--- src/hdl/jsu_pkg.sv ---
`timescale 1ns / 1ps
`default_nettype none
// ----------------------------------------------------------------------------
// jsu_pkg
// Shared types, result codes and helper functions for the JSON string
// unescaper.
// ----------------------------------------------------------------------------
package jsu_pkg;

    localparam int MaxResults = 4;

    localparam logic [1:0] KIND_DATA  = 2'd0;
    localparam logic [1:0] KIND_CLOSE = 2'd1;
    localparam logic [1:0] KIND_ERROR = 2'd2;

    localparam logic [2:0] ERR_NONE     = 3'd0;
    localparam logic [2:0] ERR_NO_QUOTE = 3'd1;
    localparam logic [2:0] ERR_BAD_ESC  = 3'd2;
    localparam logic [2:0] ERR_BAD_HEX  = 3'd3;
    localparam logic [2:0] ERR_UNTERM   = 3'd4;

    typedef struct packed {
        logic [7:0] data;
        logic [1:0] kind;
        logic [2:0] err;
    } t_res;

    // results of one input byte
    typedef struct packed {
        logic [2:0]                  cnt;
        t_res [MaxResults-1:0]       res;
    } t_step;

    typedef struct packed {
        logic [2:0]       cnt;
        logic [3:0][7:0]  b;
    } t_utf8;

    typedef struct packed {
        logic       ok;
        logic [7:0] value;
    } t_lookup;

    function automatic t_utf8 utf8_enc(input logic [20:0] c);
        t_utf8 u;
        u = '0;
        if (c < 21'h80) begin
            u.cnt  = 3'd1;
            u.b[0] = c[7:0];
        end else if (c < 21'h800) begin
            u.cnt  = 3'd2;
            u.b[0] = {3'b110, c[10:6]};
            u.b[1] = {2'b10, c[5:0]};
        end else if (c < 21'h10000) begin
            u.cnt  = 3'd3;
            u.b[0] = {4'b1110, c[15:12]};
            u.b[1] = {2'b10, c[11:6]};
            u.b[2] = {2'b10, c[5:0]};
        end else begin
            u.cnt  = 3'd4;
            u.b[0] = {5'b11110, c[20:18]};
            u.b[1] = {2'b10, c[17:12]};
            u.b[2] = {2'b10, c[11:6]};
            u.b[3] = {2'b10, c[5:0]};
        end
        return u;
    endfunction

    function automatic t_lookup hex_val(input logic [7:0] b);
        t_lookup h;
        h = '0;
        if (b >= 8'h30 && b <= 8'h39) begin
            h.ok    = 1'b1;
            h.value = b - 8'h30;
        end else if (b >= 8'h61 && b <= 8'h66) begin
            h.ok    = 1'b1;
            h.value = b - 8'h57;
        end else if (b >= 8'h41 && b <= 8'h46) begin
            h.ok    = 1'b1;
            h.value = b - 8'h37;
        end
        return h;
    endfunction

    function automatic t_lookup simple_esc(input logic [7:0] b);
        t_lookup e;
        e.ok = 1'b1;
        case (b)
            8'h22:   e.value = 8'h22;
            8'h5C:   e.value = 8'h5C;
            8'h2F:   e.value = 8'h2F;
            8'h62:   e.value = 8'h08;
            8'h66:   e.value = 8'h0C;
            8'h6E:   e.value = 8'h0A;
            8'h72:   e.value = 8'h0D;
            8'h74:   e.value = 8'h09;
            default: begin
                e.ok    = 1'b0;
                e.value = 8'h00;
            end
        endcase
        return e;
    endfunction

endpackage
`default_nettype wire

--- src/hdl/jsu_decode.sv ---
`timescale 1ns / 1ps
`default_nettype none
// ----------------------------------------------------------------------------
// jsu_decode
// Escape decoder: parse state plus the one-byte step that yields up to four
// results.
// ----------------------------------------------------------------------------
module jsu_decode (
    input  wire logic            i_clk,
    input  wire logic            i_rst_n,
    input  wire logic            i_step,
    input  wire logic [7:0]      i_text_byte,
    input  wire logic            i_end_of_text,
    output jsu_pkg::t_step       o_step
);

    typedef enum logic [3:0] {
        M_IDLE    = 4'd0,
        M_STR     = 4'd1,
        M_ESC     = 4'd2,
        M_HEX0    = 4'd3,
        M_HEX1    = 4'd4,
        M_HEX2    = 4'd5,
        M_HEX3    = 4'd6,
        M_PAIR    = 4'd7,
        M_PAIR_BS = 4'd8,
        M_LOW0    = 4'd9,
        M_LOW1    = 4'd10,
        M_LOW2    = 4'd11,
        M_LOW3    = 4'd12
    } t_mode;

    t_mode        r_mode, n_mode;
    logic [15:0]  r_acc, n_acc;
    logic [15:0]  r_high, n_high;

    jsu_pkg::t_step   st;
    jsu_pkg::t_utf8   u_high, u_cp;
    jsu_pkg::t_lookup hx, esc;
    logic [15:0]      acc_new;
    logic [20:0]      pair_cp;
    logic [2:0]       err;
    logic             in_hex;

    always_comb begin
        hx      = jsu_pkg::hex_val(i_text_byte);
        esc     = jsu_pkg::simple_esc(i_text_byte);
        acc_new = {r_acc[11:0], hx.value[3:0]};
        pair_cp = 21'h10000 + {1'b0, r_high[9:0], 10'b0} + {5'b0, acc_new} - 21'h0DC00;
        u_high  = jsu_pkg::utf8_enc({5'b0, r_high});
        u_cp    = jsu_pkg::utf8_enc((r_mode == M_LOW3) ? pair_cp : {5'b0, acc_new});

        st     = '0;
        err    = jsu_pkg::ERR_NONE;
        n_mode = r_mode;
        n_acc  = r_acc;
        n_high = r_high;

        unique case (r_mode)
            M_IDLE: begin
                if (i_text_byte == 8'h22) n_mode = M_STR;
                else err = jsu_pkg::ERR_NO_QUOTE;
            end
            M_STR: begin
                if (i_text_byte == 8'h22) begin
                    st.cnt         = 3'd1;
                    st.res[0].kind = jsu_pkg::KIND_CLOSE;
                    n_mode         = M_IDLE;
                end else if (i_text_byte == 8'h5C) begin
                    n_mode = M_ESC;
                end else begin
                    st.cnt         = 3'd1;
                    st.res[0].data = i_text_byte;
                end
            end
            M_ESC: begin
                if (i_text_byte == 8'h75) begin
                    n_acc  = '0;
                    n_mode = M_HEX0;
                end else if (esc.ok) begin
                    st.cnt         = 3'd1;
                    st.res[0].data = esc.value;
                    n_mode         = M_STR;
                end else begin
                    err = jsu_pkg::ERR_BAD_ESC;
                end
            end
            M_PAIR: begin
                if (i_text_byte == 8'h5C) begin
                    n_mode = M_PAIR_BS;
                end else begin
                    // held high surrogate always encodes as three bytes
                    st.cnt         = 3'd4;
                    st.res[0].data = u_high.b[0];
                    st.res[1].data = u_high.b[1];
                    st.res[2].data = u_high.b[2];
                    if (i_text_byte == 8'h22) begin
                        st.res[3].kind = jsu_pkg::KIND_CLOSE;
                        n_mode         = M_IDLE;
                    end else begin
                        st.res[3].data = i_text_byte;
                        n_mode         = M_STR;
                    end
                end
            end
            M_PAIR_BS: begin
                if (i_text_byte == 8'h75) begin
                    n_acc  = '0;
                    n_mode = M_LOW0;
                end else if (esc.ok) begin
                    st.cnt         = 3'd4;
                    st.res[0].data = u_high.b[0];
                    st.res[1].data = u_high.b[1];
                    st.res[2].data = u_high.b[2];
                    st.res[3].data = esc.value;
                    n_mode         = M_STR;
                end else begin
                    err = jsu_pkg::ERR_BAD_ESC;
                end
            end
            M_HEX0, M_HEX1, M_HEX2, M_HEX3, M_LOW0, M_LOW1, M_LOW2, M_LOW3: begin
                if (!hx.ok) begin
                    err = jsu_pkg::ERR_BAD_HEX;
                end else begin
                    n_acc = acc_new;
                    if (r_mode == M_HEX3 && acc_new >= 16'hD800 && acc_new <= 16'hDBFF) begin
                        n_high = acc_new;
                        n_mode = M_PAIR;
                    end else if (r_mode == M_HEX3 || r_mode == M_LOW3) begin
                        st.cnt         = u_cp.cnt;
                        st.res[0].data = u_cp.b[0];
                        st.res[1].data = u_cp.b[1];
                        st.res[2].data = u_cp.b[2];
                        st.res[3].data = u_cp.b[3];
                        n_mode         = M_STR;
                    end else begin
                        n_mode = t_mode'(r_mode + 4'd1);
                    end
                end
            end
            default: begin
                n_mode = M_IDLE;
            end
        endcase

        in_hex = (n_mode >= M_HEX0 && n_mode <= M_HEX3) ||
                 (n_mode >= M_LOW0 && n_mode <= M_LOW3);
        if (err == jsu_pkg::ERR_NONE && i_end_of_text && n_mode != M_IDLE) begin
            err = in_hex ? jsu_pkg::ERR_BAD_HEX : jsu_pkg::ERR_UNTERM;
        end

        // an error voids the whole step
        if (err != jsu_pkg::ERR_NONE) begin
            st             = '0;
            st.cnt         = 3'd1;
            st.res[0].kind = jsu_pkg::KIND_ERROR;
            st.res[0].err  = err;
            n_mode         = M_IDLE;
            n_acc          = '0;
            n_high         = '0;
        end
    end

    assign o_step = st;

    always_ff @(posedge i_clk) begin
        if (!i_rst_n) begin
            r_mode <= M_IDLE;
            r_acc  <= '0;
            r_high <= '0;
        end else if (i_step) begin
            r_mode <= n_mode;
            r_acc  <= n_acc;
            r_high <= n_high;
        end
    end

endmodule
`default_nettype wire

--- src/hdl/jsu_out_buf.sv ---
`timescale 1ns / 1ps
`default_nettype none
// ----------------------------------------------------------------------------
// jsu_out_buf
// Result register: holds the results of one byte and hands them out one
// beat at a time.
// ----------------------------------------------------------------------------
module jsu_out_buf (
    input  wire logic            i_clk,
    input  wire logic            i_rst_n,
    input  wire logic            i_load,
    input  wire jsu_pkg::t_step  i_step,
    output logic                 o_free,
    output logic                 o_valid,
    input  wire logic            i_stall,
    output logic [7:0]           o_out_byte,
    output logic [1:0]           o_kind,
    output logic [2:0]           o_error_code,
    output logic                 o_last_of_run
);

    jsu_pkg::t_res [jsu_pkg::MaxResults-1:0] r_res;
    logic [2:0]                              r_cnt;
    logic [1:0]                              r_idx;
    logic                                    last_beat;
    logic                                    take;

    assign last_beat     = ({1'b0, r_idx} == (r_cnt - 3'd1));
    assign take          = o_valid && !i_stall;
    assign o_valid       = (r_cnt != 3'd0);
    assign o_free        = !o_valid || (take && last_beat);
    assign o_out_byte    = r_res[r_idx].data;
    assign o_kind        = r_res[r_idx].kind;
    assign o_error_code  = r_res[r_idx].err;
    assign o_last_of_run = last_beat;

    always_ff @(posedge i_clk) begin
        if (!i_rst_n) begin
            r_cnt <= '0;
            r_idx <= '0;
        end else if (i_load && o_free) begin
            r_cnt <= i_step.cnt;
            r_idx <= '0;
        end else if (take) begin
            if (last_beat) begin
                r_cnt <= '0;
                r_idx <= '0;
            end else begin
                r_idx <= r_idx + 2'd1;
            end
        end
    end

    always_ff @(posedge i_clk) begin
        if (i_load && o_free) begin
            r_res <= i_step.res;
        end
    end

endmodule
`default_nettype wire

--- src/hdl/json_string_unescape_utf8.sv ---
`timescale 1ns / 1ps
`default_nettype none
// ----------------------------------------------------------------------------
// json_string_unescape_utf8
// Decodes a JSON string literal byte by byte into UTF-8 output beats, with
// end and error markers.
// ----------------------------------------------------------------------------
// Takes one source byte per clock unless o_stall is high. Each byte sits in
// an input register, is decoded combinationally and its results (zero to
// four beats) are loaded into a result register that hands them out one beat
// per clock unless i_stall is high. A byte that yields at most one beat leaves
// at full rate; a byte that yields more holds the input until its last beat is
// taken. A byte passes the input register, then the result register.
// ----------------------------------------------------------------------------
module json_string_unescape_utf8 (
    input  wire logic        i_clk,
    input  wire logic        i_rst_n,
    input  wire logic        i_valid,
    output logic             o_stall,
    input  wire logic [7:0]  i_text_byte,
    input  wire logic        i_end_of_text,
    output logic             o_valid,
    input  wire logic        i_stall,
    output logic [7:0]       o_out_byte,
    output logic [1:0]       o_kind,
    output logic [2:0]       o_error_code,
    output logic             o_last_of_run
);

    logic            r_in_valid;
    logic [7:0]      r_text_byte;
    logic            r_eot;
    logic            buf_free;
    logic            adv;
    logic            accept;
    jsu_pkg::t_step  step;

    assign adv     = r_in_valid && buf_free;
    assign o_stall = r_in_valid && !buf_free;
    assign accept  = i_valid && !o_stall;

    always_ff @(posedge i_clk) begin
        if (!i_rst_n) begin
            r_in_valid <= 1'b0;
        end else if (accept) begin
            r_in_valid <= 1'b1;
        end else if (adv) begin
            r_in_valid <= 1'b0;
        end
    end

    always_ff @(posedge i_clk) begin
        if (accept) begin
            r_text_byte <= i_text_byte;
            r_eot       <= i_end_of_text;
        end
    end

    jsu_decode u_decode (
        .i_clk         (i_clk),
        .i_rst_n       (i_rst_n),
        .i_step        (adv),
        .i_text_byte   (r_text_byte),
        .i_end_of_text (r_eot),
        .o_step        (step)
    );

    jsu_out_buf u_out_buf (
        .i_clk         (i_clk),
        .i_rst_n       (i_rst_n),
        .i_load        (adv),
        .i_step        (step),
        .o_free        (buf_free),
        .o_valid       (o_valid),
        .i_stall       (i_stall),
        .o_out_byte    (o_out_byte),
        .o_kind        (o_kind),
        .o_error_code  (o_error_code),
        .o_last_of_run (o_last_of_run)
    );

endmodule
`default_nettype wire

--- config.mk ---
export PLATFORM = sky130hd
export DESIGN_NAME = json_string_unescape_utf8
export DESIGN_NICKNAME = d
export VERILOG_FILES = /design/src/hdl/jsu_pkg.sv /design/src/hdl/jsu_decode.sv /design/src/hdl/jsu_out_buf.sv /design/src/hdl/json_string_unescape_utf8.sv
export SDC_FILE = /design/constraint.sdc
export NUM_CORES = 1
export LEC_CHECK = 0
export ABC_CLOCK_PERIOD_IN_PS = 9130
export BUFFER_PORTS_ARGS = -buffer_cell sky130_fd_sc_hd__buf_2
export CAP_MARGIN = 25
export CORE_MARGIN = 10
export CORE_UTILIZATION = 30
export DETAILED_ROUTE_END_ITERATION = 8
export SYNTH_ARGS = -nofsm -noshare
export SYNTH_HDL_FRONTEND = slang
export SYNTH_SLANG_ARGS = --single-unit
--- constraint.sdc ---
create_clock -name i_clk -period 9.13 [get_ports i_clk]
set_input_delay 0.913 -clock i_clk [delete_from_list [all_inputs] [get_ports i_clk]]
set_output_delay 0.913 -clock i_clk [all_outputs]
set_load 0.005 [all_outputs]
==> impl_table.tex <==
\begin{tabular}{lr}
\hline
Metric & Value \\
\hline
\multicolumn{2}{l}{\textbf{Yosys}} \\
\quad FF+latch count, synth & slightly above 80 \\
\quad Total nets after synthesis & 664 \\
\quad Synth cell types & between 80 and 90 \\
\quad Number of warnings printed during yosys synthesis & 0 \\
\quad Synth Instances & $\sim$630 \\
\quad Number of enable flip-flop cells after synthesis & 45 \\
\quad Dominant synthesized flop cell & sky130\_fd\_sc\_hd\_\_edfxtp\_1 \\
\quad Sequential share of the synthesized area & 37.4\% \\
\quad Netlist area before placement & 0.00564 mm\^{}2 \\
\quad Share of async-settable or async-resettable flops after synthesis & 0\% \\
\quad Synthesized area per cell & 8.98 um\^{}2 \\
\multicolumn{2}{l}{\textbf{Timing}} \\
\quad Worst setup slack after layout & 4700 ps \\
\quad Slew margin rel. & a little under a third \\
\quad Maximum operating frequency & between 0.2 and 0.25 GHz \\
\quad Setup repair after global routing missed its margin & false \\
\quad Number of max-slew violations in the final report & 0 \\
\quad Final Critical Period & 4430 ps \\
\quad Final number of setup-violating endpoints & 0 \\
\quad Final Cycle Share & between 40\% and 50\% \\
\quad Final Hold Viols & 0 \\
\quad Setup skew after layout & about 7.3 ps \\
\quad Worst-Margin Slew & just over 1000 ps \\
\quad Sum of negative setup slack & 0 ps \\
\multicolumn{2}{l}{\textbf{Route}} \\
\quad Antenna viol nets, final & 0 \\
\quad Met2 routed wirelength & around 7700 um \\
\quad Total length of routed met3 wires & roughly 1400 um \\
\quad Pre-Repair DR Iteration Count & 8 \\
\quad DR WL/cell & between 15 and 20 um \\
\quad Top Layer Used & met4 \\
\quad Vias per inst & slightly below 6 \\
\quad Post-Route M1 WL & between 8000 and 9000 um \\
\quad Routed via count & around 5200 \\
\quad Post-route DRC violation count & 0 \\
\quad Number of design-rule violations left by the first detailed-router iteration & between 600 and 700 \\
\quad Sum of routed wire length over all layers & around 17000 um \\
\multicolumn{2}{l}{\textbf{Setup path}} \\
\quad Type of origin of the critical path & flop \\
\quad Max FO, Critical Path & 15 \\
\quad Number of buffers and inverters on the critical path & 4 \\
\quad Maximum cell stage delay along the critical path & between 600 and 700 ps \\
\quad Arr. time, crit path & around 4500 ps \\
\quad Setup Crit Path Kind & reg -> reg \\
\quad CP max-delay cell & sky130\_fd\_sc\_hd\_\_nor4\_1 \\
\quad Type of element capturing the critical path & flop \\
\quad Endpoint required time on the critical path & 9220 ps \\
\quad CP Cell Sequence & inv\_1 > ha\_1 > inv\_1 > ha\_1 > inv\_1 > fa\_1 > xnor2\_1 > mux2i\_1 > nand3\_1 > a2111oi\_2 > buf\_4 > nand2\_1 > nor4\_1 > nor2\_1 > a21oi\_1 > a21oi\_1 \\
\quad Kind of cell adding the most delay to the critical path & simple AND/OR/NAND/NOR gates \\
\quad Most prevalent standard cell on the critical path & sky130\_fd\_sc\_hd\_\_inv\_1 \\
\multicolumn{2}{l}{\textbf{Floorplan}} \\
\quad Core outline area & between 0.015 and 0.02 mm\^{}2 \\
\quad FP Rows & 50 \\
\quad Die area & approximately 0.025 mm\^{}2 \\
\quad Initial core utilization & 30.4\% \\
\quad Die extent in y & roughly 160 um \\
\quad Die Width & about 160 um \\
\quad Ports & 29 \\
\multicolumn{2}{l}{\textbf{Layout}} \\
\quad Layout area overhead & 10.6\% \\
\quad Share of post-route cells with drive strength above 1 & 11.7\% \\
\quad \# diodes & 0 \\
\quad Post-layout nets & approximately 670 \\
\quad Fill cell count & roughly 1900 \\
\quad Design Area, Final & about 0.0062 mm\^{}2 \\
\multicolumn{2}{l}{\textbf{Global route}} \\
\quad Number of global-route vias before repair & roughly 4800 \\
\quad Antenna violations before repair & 0 \\
\quad Total grt overflow & 0 \\
\quad First-pass GRT wire length & about 28000 um \\
\quad Maximum number of pins on one net before global-route repair & 38 \\
\quad GRT Total Usage & between 10\% and 20\% \\
\multicolumn{2}{l}{\textbf{CTS}} \\
\quad Clock network latency to the later pin of the worst-skew pair & between 300 and 400 ps \\
\quad Number of H-tree levels & 3 \\
\quad Post-CTS Setup Repair Bufs & 0 \\
\quad TritonCTS sink count & between 80 and 90 \\
\quad Clock slew seen by the registers of the worst setup and hold paths & around 60 ps \\
\quad Resized Gates After CTS & 0 \\
\quad Root buffer cell & sky130\_fd\_sc\_hd\_\_clkbuf\_16 \\
\quad Clk buf depth & 2 \\
\quad Clock buffers created by TritonCTS & 9 \\
\quad Hold Buf Count CTS & 0 \\
\quad TritonCTS clock tree & yes \\
\multicolumn{2}{l}{\textbf{Placed design}} \\
\quad Post-Place Worst Slack & between 4000 and 5000 ps \\
\quad Standard cell area after detailed placement & 0.00593 mm\^{}2 \\
\quad Port buffer count & 28 \\
\quad Total half-perimeter wirelength after legalization and detailed placement & 13000 um \\
\quad Last weighted congestion value of the routability-driven placer & about 0.99 \\
\multicolumn{2}{l}{\textbf{Pwr}} \\
\quad LEAKAGE & 0.00214 uW \\
\quad Total power density per cell area & between 100 and 150 mW/mm\^{}2 \\
\quad Peak ir drop on the vdd network & approximately 0.087 mV \\
\multicolumn{2}{l}{\textbf{Outcome}} \\
\quad Status & finished, final reports clean \\
\multicolumn{2}{l}{\textbf{Worst hold path}} \\
\quad Worst Hold Class & reg -> reg \\
\multicolumn{2}{l}{\textbf{Flow run}} \\
\quad Max-cap check violation count & 0 \\
\hline
\end{tabular}
-- cell usage in the layout (no fill, tap or decap), drive strengths merged, types with 4 or more instances in the layout --
cell    instances
nor2           74
nand2          51
edfxtp         45
a21oi          40
dfxtp          38
buf            33
o21ai          31
inv            29
ha             22
a32o           21
nand3          19
nor3           14
nand2b         13
and2           13
clkbuf         12
a22oi          11
nor4           10
and3            9
o21a            8
a31oi           8
mux4            7
a21o            7
mux2i           7
o31ai           7
nor2b           7
a211oi          7
nor3b           6
o211ai          6
a222oi          5
xnor2           4
xor2            4
a22o            4
nand4           4
o22ai           4
a221oi          4
-- sequential cells by signal, summed over array words and instances, names as in the netlist --
| name | cells |
|---|---|
| u_out_buf.r_res | 36 |
| r_eot | 1 |
| u_decode.r_high | 16 |
| u_decode.r_acc | 12 |
| r_in_valid | 1 |
| u_out_buf.r_idx | 2 |
| u_out_buf.r_cnt | 3 |
| r_text_byte | 8 |
| u_decode.r_mode | 4 |
-- metrics by stage --
step	total power, uW	cells	hold slack, ps	utilization (%)
6_report	842	875	474	33.6
2_1_floorplan	453	628	452	-
5_1_grt	874	875	525	33.6
3_5_place_dp	472	859	470	31.9
3_3_place_gp	472	859	464	31.9
4_1_cts	847	875	478	33.6
-- cell families after synthesis --
| group | share of synthesized area (%) |
|---|---|
| xor gates and xnor gates | 1.24 |
| adders and majority gates | 5.41 |
| and+or+nand+nor | 21.3 |
| AOI/OAI and AO/OA | 25.3 |
| DFF | 37.4 |
| buffers and inverters | 5.08 |
| muxes | 4.24 |
-- routing by layer --
| layer | vias up | global-route usage, % |
|---|---|---|
| li1 | 2415 | - |
| met1 | 2474 | 19.7 |
| met2 | 234 | 21.7 |
| met3 | 30 | 3.38 |
| met4 | 0 | 4.05 |
| met5 | - | 0 |
-- worst reg2reg max path, stage by stage (launching register included) --
cell and delay, ps:
sky130_fd_sc_hd__dfxtp_1 470, sky130_fd_sc_hd__inv_1 90, sky130_fd_sc_hd__ha_1 200, sky130_fd_sc_hd__inv_1 60, sky130_fd_sc_hd__ha_1 190, sky130_fd_sc_hd__inv_1 60, sky130_fd_sc_hd__fa_1 410, sky130_fd_sc_hd__xnor2_1 150
sky130_fd_sc_hd__mux2i_1 310, sky130_fd_sc_hd__nand3_1 140, sky130_fd_sc_hd__a2111oi_2 340, sky130_fd_sc_hd__buf_4 260, sky130_fd_sc_hd__nand2_1 70, sky130_fd_sc_hd__nor4_1 620, sky130_fd_sc_hd__nor2_1 350, sky130_fd_sc_hd__a21oi_1 340
sky130_fd_sc_hd__a21oi_1 120
-- area by class of cell --
class	instances	area, um^2	share of cell area (%)
Tap cell	234	293	4.69
Sequential cell	83	2110	33.8
Timing Repair Buffer	33	178	2.85
Multi-Input combinational cell	480	3240	52.0
Inverter	29	109	1.74
Clock inverter	4	47.5	0.762
Clock buffer	12	258	4.13
-- synth_stat cells (7+ instances only) --
master | number | area share (%)
sky130_fd_sc_hd__a21o_1 | 7 | 0.93
sky130_fd_sc_hd__a21oi_1 | 36 | 3.2
sky130_fd_sc_hd__a22oi_1 | 11 | 1.5
sky130_fd_sc_hd__a31oi_1 | 8 | 0.89
sky130_fd_sc_hd__a32o_1 | 21 | 3.7
sky130_fd_sc_hd__and2_1 | 11 | 1.2
sky130_fd_sc_hd__and3_1 | 9 | 1.0
sky130_fd_sc_hd__buf_2 | 10 | 0.89
sky130_fd_sc_hd__clkbuf_1 | 19 | 1.3
sky130_fd_sc_hd__dfxtp_1 | 38 | 13
sky130_fd_sc_hd__edfxtp_1 | 45 | 24
sky130_fd_sc_hd__ha_1 | 22 | 4.9
sky130_fd_sc_hd__inv_1 | 27 | 1.8
sky130_fd_sc_hd__mux2i_1 | 7 | 1.2
sky130_fd_sc_hd__mux4_2 | 7 | 2.8
sky130_fd_sc_hd__nand2_1 | 51 | 3.4
sky130_fd_sc_hd__nand2b_1 | 13 | 1.4
sky130_fd_sc_hd__nand3_1 | 19 | 1.7
sky130_fd_sc_hd__nor2_1 | 73 | 4.9
sky130_fd_sc_hd__nor3_1 | 12 | 1.1
sky130_fd_sc_hd__nor4_1 | 10 | 1.1
sky130_fd_sc_hd__o21a_1 | 8 | 1.1
sky130_fd_sc_hd__o21ai_0 | 30 | 2.7
sky130_fd_sc_hd__o31ai_1 | 7 | 0.93
-- path summary, 6_finish.rpt --
kind                              startpoint                                 to  cells past startpoint  slack, ps
max          u_decode.r_high[0]$_SDFFE_PN0P_  u_out_buf.r_res[12]$_SDFFCE_PP0P_                     16       4700
min          u_out_buf.r_cnt[1]$_SDFFE_PN0P_    u_out_buf.r_cnt[1]$_SDFFE_PN0P_                      2        470
max reg2reg  u_decode.r_high[0]$_SDFFE_PN0P_  u_out_buf.r_res[12]$_SDFFCE_PP0P_                     16       4700
min reg2reg  u_out_buf.r_cnt[1]$_SDFFE_PN0P_    u_out_buf.r_cnt[1]$_SDFFE_PN0P_                      2        470
-- power by group --
part / leakage (uW) / total [uW] / switching, uW / internal [uW]
Sequential: 0.000714 / 416 / 11.1 / 405
Clock: 0.000149 / 377 / 150 / 228
Combinational: 0.00128 / 48.6 / 30.2 / 18.3
Note: power is estimated with default switching activity, not from simulation.
